<file path="src/rtl/bdq_pkg.sv">
// ---------------------------------------------------------------------------
// Bounded double-ended queue package
// Sizes, operation and status codes, beat types and ring index helpers.
// ---------------------------------------------------------------------------
package bdq_pkg;

  localparam int DEPTH      = 16;
  localparam int RESULT_CAP = 16;
  localparam int DUMP_MAX   = (DEPTH < RESULT_CAP) ? DEPTH : RESULT_CAP;
  localparam int IDX_W      = $clog2(DEPTH);
  localparam int CNT_W      = $clog2(DEPTH + 1);
  localparam int WORD_W     = 32;

  localparam int CQ_DEPTH   = 2;
  localparam int CQ_AW      = (CQ_DEPTH > 1) ? $clog2(CQ_DEPTH) : 1;
  localparam int CQ_CW      = $clog2(CQ_DEPTH + 1);

  typedef enum logic [2:0] {
    OP_PUSH_BACK  = 3'd0,
    OP_PUSH_FRONT = 3'd1,
    OP_POP_FRONT  = 3'd2,
    OP_POP_BACK   = 3'd3,
    OP_DUMP       = 3'd4
  } op_t;

  typedef enum logic [1:0] {
    ST_OK    = 2'd0,
    ST_EMPTY = 2'd1,
    ST_FULL  = 2'd2
  } status_t;

  typedef enum logic {
    BK_RUN,
    BK_DUMP
  } back_state_t;

  typedef struct packed {
    logic [2:0]               kind;
    logic signed [WORD_W-1:0] value;
  } in_item_t;

  typedef struct packed {
    logic signed [WORD_W-1:0] word;
    status_t                  status;
    logic                     last_of_run;
  } out_item_t;

  typedef struct packed {
    op_t                      op;
    logic signed [WORD_W-1:0] value;
  } cmd_t;

  typedef struct packed {
    logic full;
    logic empty;
  } q_stat_t;

  function automatic logic [IDX_W-1:0] ring_add(input logic [IDX_W-1:0] a,
                                                input logic [IDX_W-1:0] b);
    logic [IDX_W:0] s;
    s = {1'b0, a} + {1'b0, b};
    if (s >= (IDX_W+1)'(DEPTH)) begin
      s = s - (IDX_W+1)'(DEPTH);
    end
    return s[IDX_W-1:0];
  endfunction

  function automatic logic [IDX_W-1:0] ring_dec(input logic [IDX_W-1:0] a);
    logic [IDX_W-1:0] r;
    if (a == '0) begin
      r = IDX_W'(DEPTH - 1);
    end else begin
      r = a - IDX_W'(1);
    end
    return r;
  endfunction

endpackage

</file>
<file path="src/rtl/bounded_double_ended_queue.sv">
// ---------------------------------------------------------------------------
// Bounded double-ended queue
// Ring-buffer deque of signed words with push, pop and dump commands.
// ---------------------------------------------------------------------------
// Usage:
//   Command channel: a beat is taken at a rising edge with start high and
//   busy low; in_item.kind selects push back, push front, pop front, pop
//   back or dump, in_item.value carries the word to push. Unused kinds are
//   taken and dropped without a result.
//   Result channel: each result beat sits on out_item for one cycle with
//   out_strobe high; the receiver cannot stall it, so no backpressure exists.
//   A taken command is written into the command queue; with the executing
//   side idle it then executes from the queue head and its result is
//   registered before it strobes. A dump first loads its word count, then
//   reads its words. Pushes and pops run one per cycle while no dump holds
//   the executing side. A dump of n words holds the executing side while it
//   reads one word per cycle through the single read port of the ring
//   memory, and busy rises once the two-entry command queue fills behind it.
//   Reset (rst_n low, synchronous): the queue becomes empty, pending commands
//   are dropped and no strobe is raised. Ring contents are not cleared.
// ---------------------------------------------------------------------------
module bounded_double_ended_queue (
  input  logic               clk,
  input  logic               rst_n,
  input  logic               start,
  output logic               busy,
  input  bdq_pkg::in_item_t  in_item,
  output logic               out_strobe,
  output bdq_pkg::out_item_t out_item
);
  import bdq_pkg::*;

  q_stat_t q_stat;
  logic    q_push, q_pop;
  cmd_t    q_in_cmd, q_head_cmd;

  bdq_front u_front (
    .start   (start),
    .busy    (busy),
    .in_item (in_item),
    .q_stat  (q_stat),
    .q_push  (q_push),
    .q_cmd   (q_in_cmd)
  );

  bdq_cmd_fifo u_fifo (
    .clk      (clk),
    .rst_n    (rst_n),
    .push     (q_push),
    .push_cmd (q_in_cmd),
    .pop      (q_pop),
    .head_cmd (q_head_cmd),
    .stat     (q_stat)
  );

  bdq_back u_back (
    .clk        (clk),
    .rst_n      (rst_n),
    .cmd        (q_head_cmd),
    .q_stat     (q_stat),
    .q_pop      (q_pop),
    .out_strobe (out_strobe),
    .out_item   (out_item)
  );

endmodule

</file>
<file path="src/rtl/bdq_front.sv">
// ---------------------------------------------------------------------------
// Bounded double-ended queue: front end
// Accepts command beats, decodes the kind and drops unused codes.
// ---------------------------------------------------------------------------
module bdq_front (
  input  logic               start,
  output logic               busy,
  input  bdq_pkg::in_item_t  in_item,
  input  bdq_pkg::q_stat_t   q_stat,
  output logic               q_push,
  output bdq_pkg::cmd_t      q_cmd
);
  import bdq_pkg::*;

  logic kind_ok;

  always_comb begin
    unique case (in_item.kind) inside
      OP_PUSH_BACK, OP_PUSH_FRONT, OP_POP_FRONT, OP_POP_BACK, OP_DUMP: kind_ok = 1'b1;
      default: kind_ok = 1'b0;
    endcase
  end

  assign busy        = q_stat.full;
  assign q_push      = start && !q_stat.full && kind_ok;
  assign q_cmd.op    = op_t'(in_item.kind);
  assign q_cmd.value = in_item.value;

endmodule

</file>
<file path="src/rtl/bdq_cmd_fifo.sv">
// ---------------------------------------------------------------------------
// Bounded double-ended queue: command queue
// Short FIFO that decouples decode from execution.
// ---------------------------------------------------------------------------
module bdq_cmd_fifo (
  input  logic             clk,
  input  logic             rst_n,
  input  logic             push,
  input  bdq_pkg::cmd_t    push_cmd,
  input  logic             pop,
  output bdq_pkg::cmd_t    head_cmd,
  output bdq_pkg::q_stat_t stat
);
  import bdq_pkg::*;

  cmd_t             entry_r [CQ_DEPTH];
  logic [CQ_AW-1:0] wr_ptr_r, wr_ptr_nxt;
  logic [CQ_AW-1:0] rd_ptr_r, rd_ptr_nxt;
  logic [CQ_CW-1:0] cnt_r, cnt_nxt;

  function automatic logic [CQ_AW-1:0] ptr_inc(input logic [CQ_AW-1:0] p);
    logic [CQ_AW-1:0] r;
    if (p == CQ_AW'(CQ_DEPTH - 1)) begin
      r = '0;
    end else begin
      r = p + CQ_AW'(1);
    end
    return r;
  endfunction

  always_comb begin
    wr_ptr_nxt = push ? ptr_inc(wr_ptr_r) : wr_ptr_r;
    rd_ptr_nxt = pop  ? ptr_inc(rd_ptr_r) : rd_ptr_r;
    cnt_nxt    = cnt_r;
    if (push && !pop) begin
      cnt_nxt = cnt_r + CQ_CW'(1);
    end else if (pop && !push) begin
      cnt_nxt = cnt_r - CQ_CW'(1);
    end
  end

  always_ff @(posedge clk) begin
    if (!rst_n) begin
      wr_ptr_r <= '0;
      rd_ptr_r <= '0;
      cnt_r    <= '0;
    end else begin
      wr_ptr_r <= wr_ptr_nxt;
      rd_ptr_r <= rd_ptr_nxt;
      cnt_r    <= cnt_nxt;
    end
  end

  always_ff @(posedge clk) begin
    if (push) begin
      entry_r[wr_ptr_r] <= push_cmd;
    end
  end

  assign head_cmd   = entry_r[rd_ptr_r];
  assign stat.full  = (cnt_r == CQ_CW'(CQ_DEPTH));
  assign stat.empty = (cnt_r == '0);

endmodule

</file>
<file path="src/rtl/bdq_back.sv">
// ---------------------------------------------------------------------------
// Bounded double-ended queue: back end
// Executes commands against the ring memory and drives result beats.
// ---------------------------------------------------------------------------
module bdq_back (
  input  logic               clk,
  input  logic               rst_n,
  input  bdq_pkg::cmd_t      cmd,
  input  bdq_pkg::q_stat_t   q_stat,
  output logic               q_pop,
  output logic               out_strobe,
  output bdq_pkg::out_item_t out_item
);
  import bdq_pkg::*;

  logic signed [WORD_W-1:0] ring_mem [DEPTH];
  logic signed [WORD_W-1:0] rd_data_r;

  back_state_t      state_r, state_nxt;
  logic [IDX_W-1:0] head_r, head_nxt;
  logic [CNT_W-1:0] cnt_r, cnt_nxt;
  logic [IDX_W-1:0] idx_r, idx_nxt;
  logic [CNT_W-1:0] dn_r, dn_nxt;

  logic             res_v_r, res_v_nxt;
  status_t          res_st_r, res_st_nxt;
  logic             res_last_r, res_last_nxt;
  logic             res_mem_r, res_mem_nxt;

  logic             we, re;
  logic [IDX_W-1:0] wr_addr, rd_addr;
  logic             is_full, is_empty, dump_last;

  assign is_full   = (cnt_r == CNT_W'(DEPTH));
  assign is_empty  = (cnt_r == '0);
  assign dump_last = ((CNT_W'(idx_r) + CNT_W'(1)) == dn_r);

  always_comb begin
    state_nxt    = state_r;
    head_nxt     = head_r;
    cnt_nxt      = cnt_r;
    idx_nxt      = idx_r;
    dn_nxt       = dn_r;
    res_v_nxt    = 1'b0;
    res_st_nxt   = ST_OK;
    res_last_nxt = 1'b1;
    res_mem_nxt  = 1'b0;
    q_pop        = 1'b0;
    we           = 1'b0;
    re           = 1'b0;
    wr_addr      = '0;
    rd_addr      = '0;
    unique case (state_r)
      BK_RUN: begin
        if (!q_stat.empty) begin
          q_pop = 1'b1;
          unique case (cmd.op) inside
            OP_PUSH_BACK, OP_PUSH_FRONT: begin
              res_v_nxt = 1'b1;
              if (is_full) begin
                res_st_nxt = ST_FULL;
              end else begin
                we      = 1'b1;
                cnt_nxt = cnt_r + CNT_W'(1);
                if (cmd.op == OP_PUSH_BACK) begin
                  wr_addr = ring_add(head_r, cnt_r[IDX_W-1:0]);
                end else begin
                  wr_addr  = ring_dec(head_r);
                  head_nxt = ring_dec(head_r);
                end
              end
            end
            OP_POP_FRONT, OP_POP_BACK: begin
              res_v_nxt = 1'b1;
              if (is_empty) begin
                res_st_nxt = ST_EMPTY;
              end else begin
                re          = 1'b1;
                res_mem_nxt = 1'b1;
                cnt_nxt     = cnt_r - CNT_W'(1);
                if (cmd.op == OP_POP_FRONT) begin
                  rd_addr  = head_r;
                  head_nxt = ring_add(head_r, IDX_W'(1));
                end else begin
                  rd_addr = ring_add(head_r, cnt_nxt[IDX_W-1:0]);
                end
              end
            end
            OP_DUMP: begin
              if (is_empty) begin
                res_v_nxt  = 1'b1;
                res_st_nxt = ST_EMPTY;
              end else begin
                state_nxt = BK_DUMP;
                idx_nxt   = '0;
                dn_nxt    = (cnt_r > CNT_W'(DUMP_MAX)) ? CNT_W'(DUMP_MAX) : cnt_r;
              end
            end
            default: begin
            end
          endcase
        end
      end
      BK_DUMP: begin
        re           = 1'b1;
        rd_addr      = ring_add(head_r, idx_r);
        res_v_nxt    = 1'b1;
        res_mem_nxt  = 1'b1;
        res_last_nxt = dump_last;
        if (dump_last) begin
          state_nxt = BK_RUN;
        end else begin
          idx_nxt = idx_r + IDX_W'(1);
        end
      end
      default: begin
        state_nxt = BK_RUN;
      end
    endcase
  end

  always_ff @(posedge clk) begin
    if (!rst_n) begin
      state_r <= BK_RUN;
      head_r  <= '0;
      cnt_r   <= '0;
      res_v_r <= 1'b0;
    end else begin
      state_r <= state_nxt;
      head_r  <= head_nxt;
      cnt_r   <= cnt_nxt;
      res_v_r <= res_v_nxt;
    end
  end

  always_ff @(posedge clk) begin
    idx_r      <= idx_nxt;
    dn_r       <= dn_nxt;
    res_st_r   <= res_st_nxt;
    res_last_r <= res_last_nxt;
    res_mem_r  <= res_mem_nxt;
  end

  always_ff @(posedge clk) begin
    if (we) begin
      ring_mem[wr_addr] <= cmd.value;
    end
    if (re) begin
      rd_data_r <= ring_mem[rd_addr];
    end
  end

  assign out_strobe           = res_v_r;
  assign out_item.word        = res_mem_r ? rd_data_r : '0;
  assign out_item.status      = res_st_r;
  assign out_item.last_of_run = res_last_r;

endmodule

</file>
<file path="config.mk">
export PLATFORM = sky130hd
export DESIGN_NAME = bounded_double_ended_queue
export DESIGN_NICKNAME = d
export VERILOG_FILES = /design/src/rtl/bdq_pkg.sv /design/src/rtl/bounded_double_ended_queue.sv /design/src/rtl/bdq_front.sv /design/src/rtl/bdq_cmd_fifo.sv /design/src/rtl/bdq_back.sv
export SDC_FILE = /design/constraint.sdc
export NUM_CORES = 1
export LEC_CHECK = 0
export ABC_AREA = 1
export BUFFER_PORTS_ARGS = -buffer_cell sky130_fd_sc_hd__buf_2
export CELL_PAD_IN_SITES_DETAIL_PLACEMENT = 1
export CELL_PAD_IN_SITES_GLOBAL_PLACEMENT = 1
export CORE_ASPECT_RATIO = 1.25
export CORE_MARGIN = 8
export CORE_UTILIZATION = 48
export CTS_CLUSTER_SIZE = 24
export DETAILED_ROUTE_END_ITERATION = 6
export PLACE_DENSITY_LB_ADDON = 0.1
export REMOVE_ABC_BUFFERS = 1
export SETUP_SLACK_MARGIN = 0.2
export SLEW_MARGIN = 20
export SYNTH_ARGS = -nofsm -noshare
export SYNTH_HDL_FRONTEND = slang
export SYNTH_SLANG_ARGS = --single-unit
</file>
<file path="constraint.sdc">
create_clock -name clk -period 9.1 [get_ports clk]
set_input_delay 0.455 -clock clk [delete_from_list [all_inputs] [get_ports clk]]
set_output_delay 0.455 -clock clk [all_outputs]
set_load 0.02 [all_outputs]
</file>
[Word-level counts from Yosys, hierarchy flattened]
Memory sizes are Yosys's and may differ from the RTL's. A register that Yosys moved wholly into a read port is not among the register bits.
Index checks and enable logic that the tools add are counted.
Word-level totals
  register bits after elaboration: 28
  memory bits (writable): 582
  bits of input ports: 38
  logic and storage cells: 143
  memories kept: 2
Memory list
  u_back.ring_mem: depth 16, width 32, rd ports 1, clocked after memory_dff 1, wr ports 1, RTL line bdq_back.sv:16  | logic signed [WORD_W-1:0] ring_mem [DEPTH];
  u_fifo.entry_r: depth 2, width 35, rd ports 1, clocked after memory_dff 1, wr ports 1, RTL line bdq_cmd_fifo.sv:16  | cmd_t entry_r [CQ_DEPTH];
Operators by class
  add/subtract/negate cells: 17
  $lt $le $gt $ge: 5
  eq/ne operators: 19
  mux-type cells: 61
  bitwise operators: 3
  reduce and logical (&&, ||, !) cells: 24
Operators with widths (count)
  $mux 4: 22
  $mux 32: 1
  $mux 1: 24
  $pmux 4 s2: 3
  $ge 5x5->1 const B: 4
  $sub 4x1->4 const B: 5
  $add 4x4->5: 3
  $eq 3x2->1 const B: 4
  $ne 2x2->1 const B: 6
  $add 4x1->5 const B: 2
  $mux 5: 2
  $pmux 5 s2: 1
  $pmux 1 s2: 4
  $reduce_and 4->1: 2
  $reduce_and 7->1: 1
  $eq 3x1->1 const B: 2
  $eq 3x3->1 const B: 2
  $logic_not 3->1: 2
  $mux 2: 3
  $reduce_or 2->1: 3
  $add 5x1->5 const B: 1
  $eq 5x5->1: 1
  $eq 5x5->1 const B: 1
  $gt 5x5->1 const B: 1
  other kinds (19): 29

[Logic depth before layout (Yosys ltp)]
  word-level depth: 9
  mapped depth: 17

[Cells and area by module]
Synthesis repeated with hierarchy kept, for this count alone.
Second synthesis, totals
  cells, all modules: 2601
  area total of the unflattened synthesis: 28453.5 um2
By module, submodules not included
  bdq_back: instances 1, cells each 2415, area each 25253.0 um2
  bdq_cmd_fifo: instances 1, cells each 144, area each 2907.8 um2
  bdq_front: instances 1, cells each 42, area each 292.8 um2

[Worst setup path after synthesis]
OpenSTA, ideal clock, no wires.
  path type: register to register
  from: register (tool-made name)
  to: memory u_back.ring_mem[0][0] (enable)
  arrival: 3.667 ns
  required time: 8.639 ns
  path slack: 4.972 ns
  stages on the path, launching flop included: 14
  path buffers: 2
  period minus slack after synthesis: 4.128 ns
  cells stage by stage: dfxtp_1 > buf_6 > inv_4 > nand2_1 > nand2_2 > buf_6 > nand2_1 > nor2_1 > inv_1 > a21oi_1 > o21ai_0 > nand3_1 > nand2_1 > nor3_1
RTL lines (RTL line)
  to (decl): bdq_back.sv:16

==> impl_summary.md <==
Floorplan
The initial utilization of the core area, before any placement, comes to 48.1%. The floorplan step set the die width to 232 um. The floorplan has 99 rows. The die area is 66100 um2. The core region is 58000 um2. The die is 285 um tall. In this run the count of I/O pins placed on the die edge is 75.

Synth
Yosys attributes the largest share of cell area to edfxtp_1 (67%), nand3_1 (11%), nand2_1 (9.8%). The largest area contributor in the synthesized netlist is edfxtp_1. Sequential cells were found to cover 68.5% of the synthesized design area. In this run the biggest area consumer among cell types represents 67.1% of the synthesized area.

The distinct cell type count after synthesis is 35. The average instance in the mapped netlist occupies 10.7 um2. The cell count after synthesis came out at 2601. The yosys synthesis warning count is 0. The synthesized area is 27900 um2. The total of flip-flops plus latches after synthesis is 643.

Detailed routing
The average vias per placed instance is 5.64. The post-detailed-route wirelength per cell is 23.5 um. The remaining design rule violation count is 0. The first detailed-routing pass took 5 iterations. Wire segments on met2 add up to 41.9 mm in the final route. Detailed routing placed a total of 4.10 mm of wire on met3. In the final routing, the length of wire on met1 measures 32.8 mm. Signal routing reaches up to met4. The count of nets left with antenna violations once routing finished came out at 0. The number of vias after detailed routing is 19414. After the first detailed-routing iteration, the DRC count stood at 1371. The total wirelength of the detailed-routed design is 80.9 mm.

Clock tree
The number of instances resized during post-cts repair is 0. The number of CTS-inserted buffers is 66. In this run the number of H-tree levels came out at 3.

TritonCTS built the clock tree. The cell chosen for the clock root is clkbuf_16. The post-CTS setup-driven buffer insertion count is 0. The TritonCTS sink count is 643. The CTS clock-pin slew for the worst setup and hold paths is 0.06 ns.

At the later pin of the worst-skew pair, clock insertion delay measures 0.60 ns. The number of buffers between clock root and the deepest sink is 3. The hold-fix buffer count after cts is 0.

Placed design
Routability-driven placement finished with a final weighted congestion of 0.816. The HPWL after detailed placement is 42.1 mm. In this run the tool buffered the top-level ports with 74 buffer cells.

The worst slack at placement is 3.99 ns.

STA
The worst slew slack as a fraction of its limit is 25.4%. The final worst slack is 3.96 ns. The portion of the clock cycle consumed by the worst path in the final layout is 56.5%. After routing, the total negative slack on setup checks comes to 0 ns. The number of endpoints with negative hold slack in the final report is 0. For the finished layout, the period the worst path requires is 5.14 ns. The max-slew violation count is 0.

Setup repair after global routing left no endpoint under its margin. At the pin with the least slew margin, the transition time is 1.12 ns. The total setup violations reported at the end of the flow is 0. For this run, the top clock speed supported by timing is 0.195 GHz. Clock skew on the completed layout was measured at 0.0157 ns.

Global routing
The via count of the first global-routing pass came to 20709. The number of antenna violations at the first check in global routing came to 0. For this run the aggregate overflow at the end of global routing stands at 0. Entering global routing, the biggest net connects 138 pins. The overall track demand over capacity in global routing is 24.3%. The first global-routing pass estimated 123 mm of wire.

Final layout
After the last flow step, the layout net total stands at 2692. Leaving out fill and tap cells, the most frequent cell in the layout is nand2_1. Relative to the synthesized area, the layout overhead comes to 11.0%. The fraction of final layout cells with drive strength greater than 1 is 9.02%. The library cells used most frequently in the layout, excluding fill and tap cells, are nand2_1 (726), edfxtp_1 (623), nand3_1 (591). The number of antenna diodes in the final layout is 0. The filler cell count is 6213. The final core area utilization is 53.4%.

Setup path
The arrival time of the worst setup path is 5.49 ns. The category of the most critical setup path is flop to flop. In this run the worst path has a maximum fanout of 137. STA classifies the critical path startpoint as a flop. The critical path endpoint category is a flop. Setup slack on the worst reg-to-reg path comes out at 3.96 ns. The worst path required time is 9.45 ns.

Job
The max-capacitance violation count is 0.

Hold path
The kind of path behind the tightest hold check is input pin to flop.

Power
The analysis attributes to cell leakage a power of 12.7 nW. The power density over cell area is 308 nW/um2. The maximum ir drop on the vdd rail is 0.000202 V.

Run status
The run finished with clean final reports.
[Yosys cell counts, drive strengths merged]
master	n
ha	16
nor4	1
a21o	1
o21ai	24
inv	333
clkinv	1
o21bai	1
clkbuf	47
buf	99
nand3	595
dfxtp	20
or2	1
a21oi	21
o211a	1
fa	3
nand4	3
o2111ai	1
xor2	12
nor3	5
edfxtp	623
nand2	732
nor2	51
o211ai	1
o22ai	2
a31oi	1
xnor2	6
[cells by family after synthesis]
group	count (synthesis)	share of synthesized area, %
flops	643	68.5
compound gates	53	1.04
simple gates	1388	21.6
xor+xnor	18	0.565
buf+inv	480	7.36
fa+ha+maj	19	0.933
[report_power, final]
part           switching (mW)  leakage (nW)  internal (mW)
Sequential              0.121          5.81           4.00
Clock                    1.12          1.01           1.48
Combinational            2.11          5.89          0.699
Total                    3.35          12.7           6.18
[layout make-up]
| cell class | instances | area [um2] | share of cell area, % |
|---|---|---|---|
| Timing Repair Buffer | 112 | 659 | 2.13 |
| Inverter | 334 | 1260 | 4.06 |
| Multi-Input combinational cell | 1478 | 6920 | 22.4 |
| Clock inverter | 28 | 153 | 0.493 |
| Tap cell | 757 | 947 | 3.06 |
| Sequential cell | 643 | 19100 | 61.8 |
| Clock buffer | 89 | 1880 | 6.09 |
[per-layer routing]
metal	track usage (%)	up-vias
li1	-	8788
met1	29.9	9986
met2	43.7	511
met3	3.63	129
met4	7.66	0
met5	0	-
[registers in the layout, indices dropped and copies added, names as in the netlist, 2 cells and up, named ones only]
signal            flops
u_back.ring_mem     512
u_fifo.entry_r       70
u_back.rd_data_r     32
u_back.cnt_r          5
u_back.dn_r           5
u_back.head_r         4
u_back.idx_r          4
u_back.res_st_r       2
u_fifo.cnt_r          2
[worst max-delay path, stage by stage (launching register included)]
cell and delay, ns:
dfxtp_2 0.35, buf_4 0.50, nand2_1 0.14, nand2_2 0.24, nand3_2 0.17, nor2_4 0.15, nand3_4 0.68, nand2_8 1.02
buf_4 0.91, nand2_1 0.14, nand3_1 0.13, nand3_1 0.11, nand3_1 0.14, nand2_1 0.06
[final timing paths]
check        cells past startpoint            start                   end
min                              1       in_item[3]  u_fifo.entry_r[0][3]
min reg2reg                      1  u_fifo.rd_ptr_r                  flop
max reg2reg                     13             flop  u_back.rd_data_r[10]
max                             13             flop  u_back.rd_data_r[10]
[metrics by stage]
| stage | cells | hold slack, ns | cell area, um2 | total power [mW] |
|---|---|---|---|---|
| global route | 3441 | 0.0256 | 30900 | 9.99 |
| detailed placement | 3324 | 0.441 | 28900 | 6.99 |
| CTS | 3441 | 0.00846 | 30900 | 9.60 |
| finish | 3441 | 0.0472 | 30900 | 9.53 |
| global placement | 3324 | 0.429 | 28900 | 6.85 |
| floorplan | 2455 | 0.425 | 27100 | 5.95 |
(Power assumes the default switching activity.)
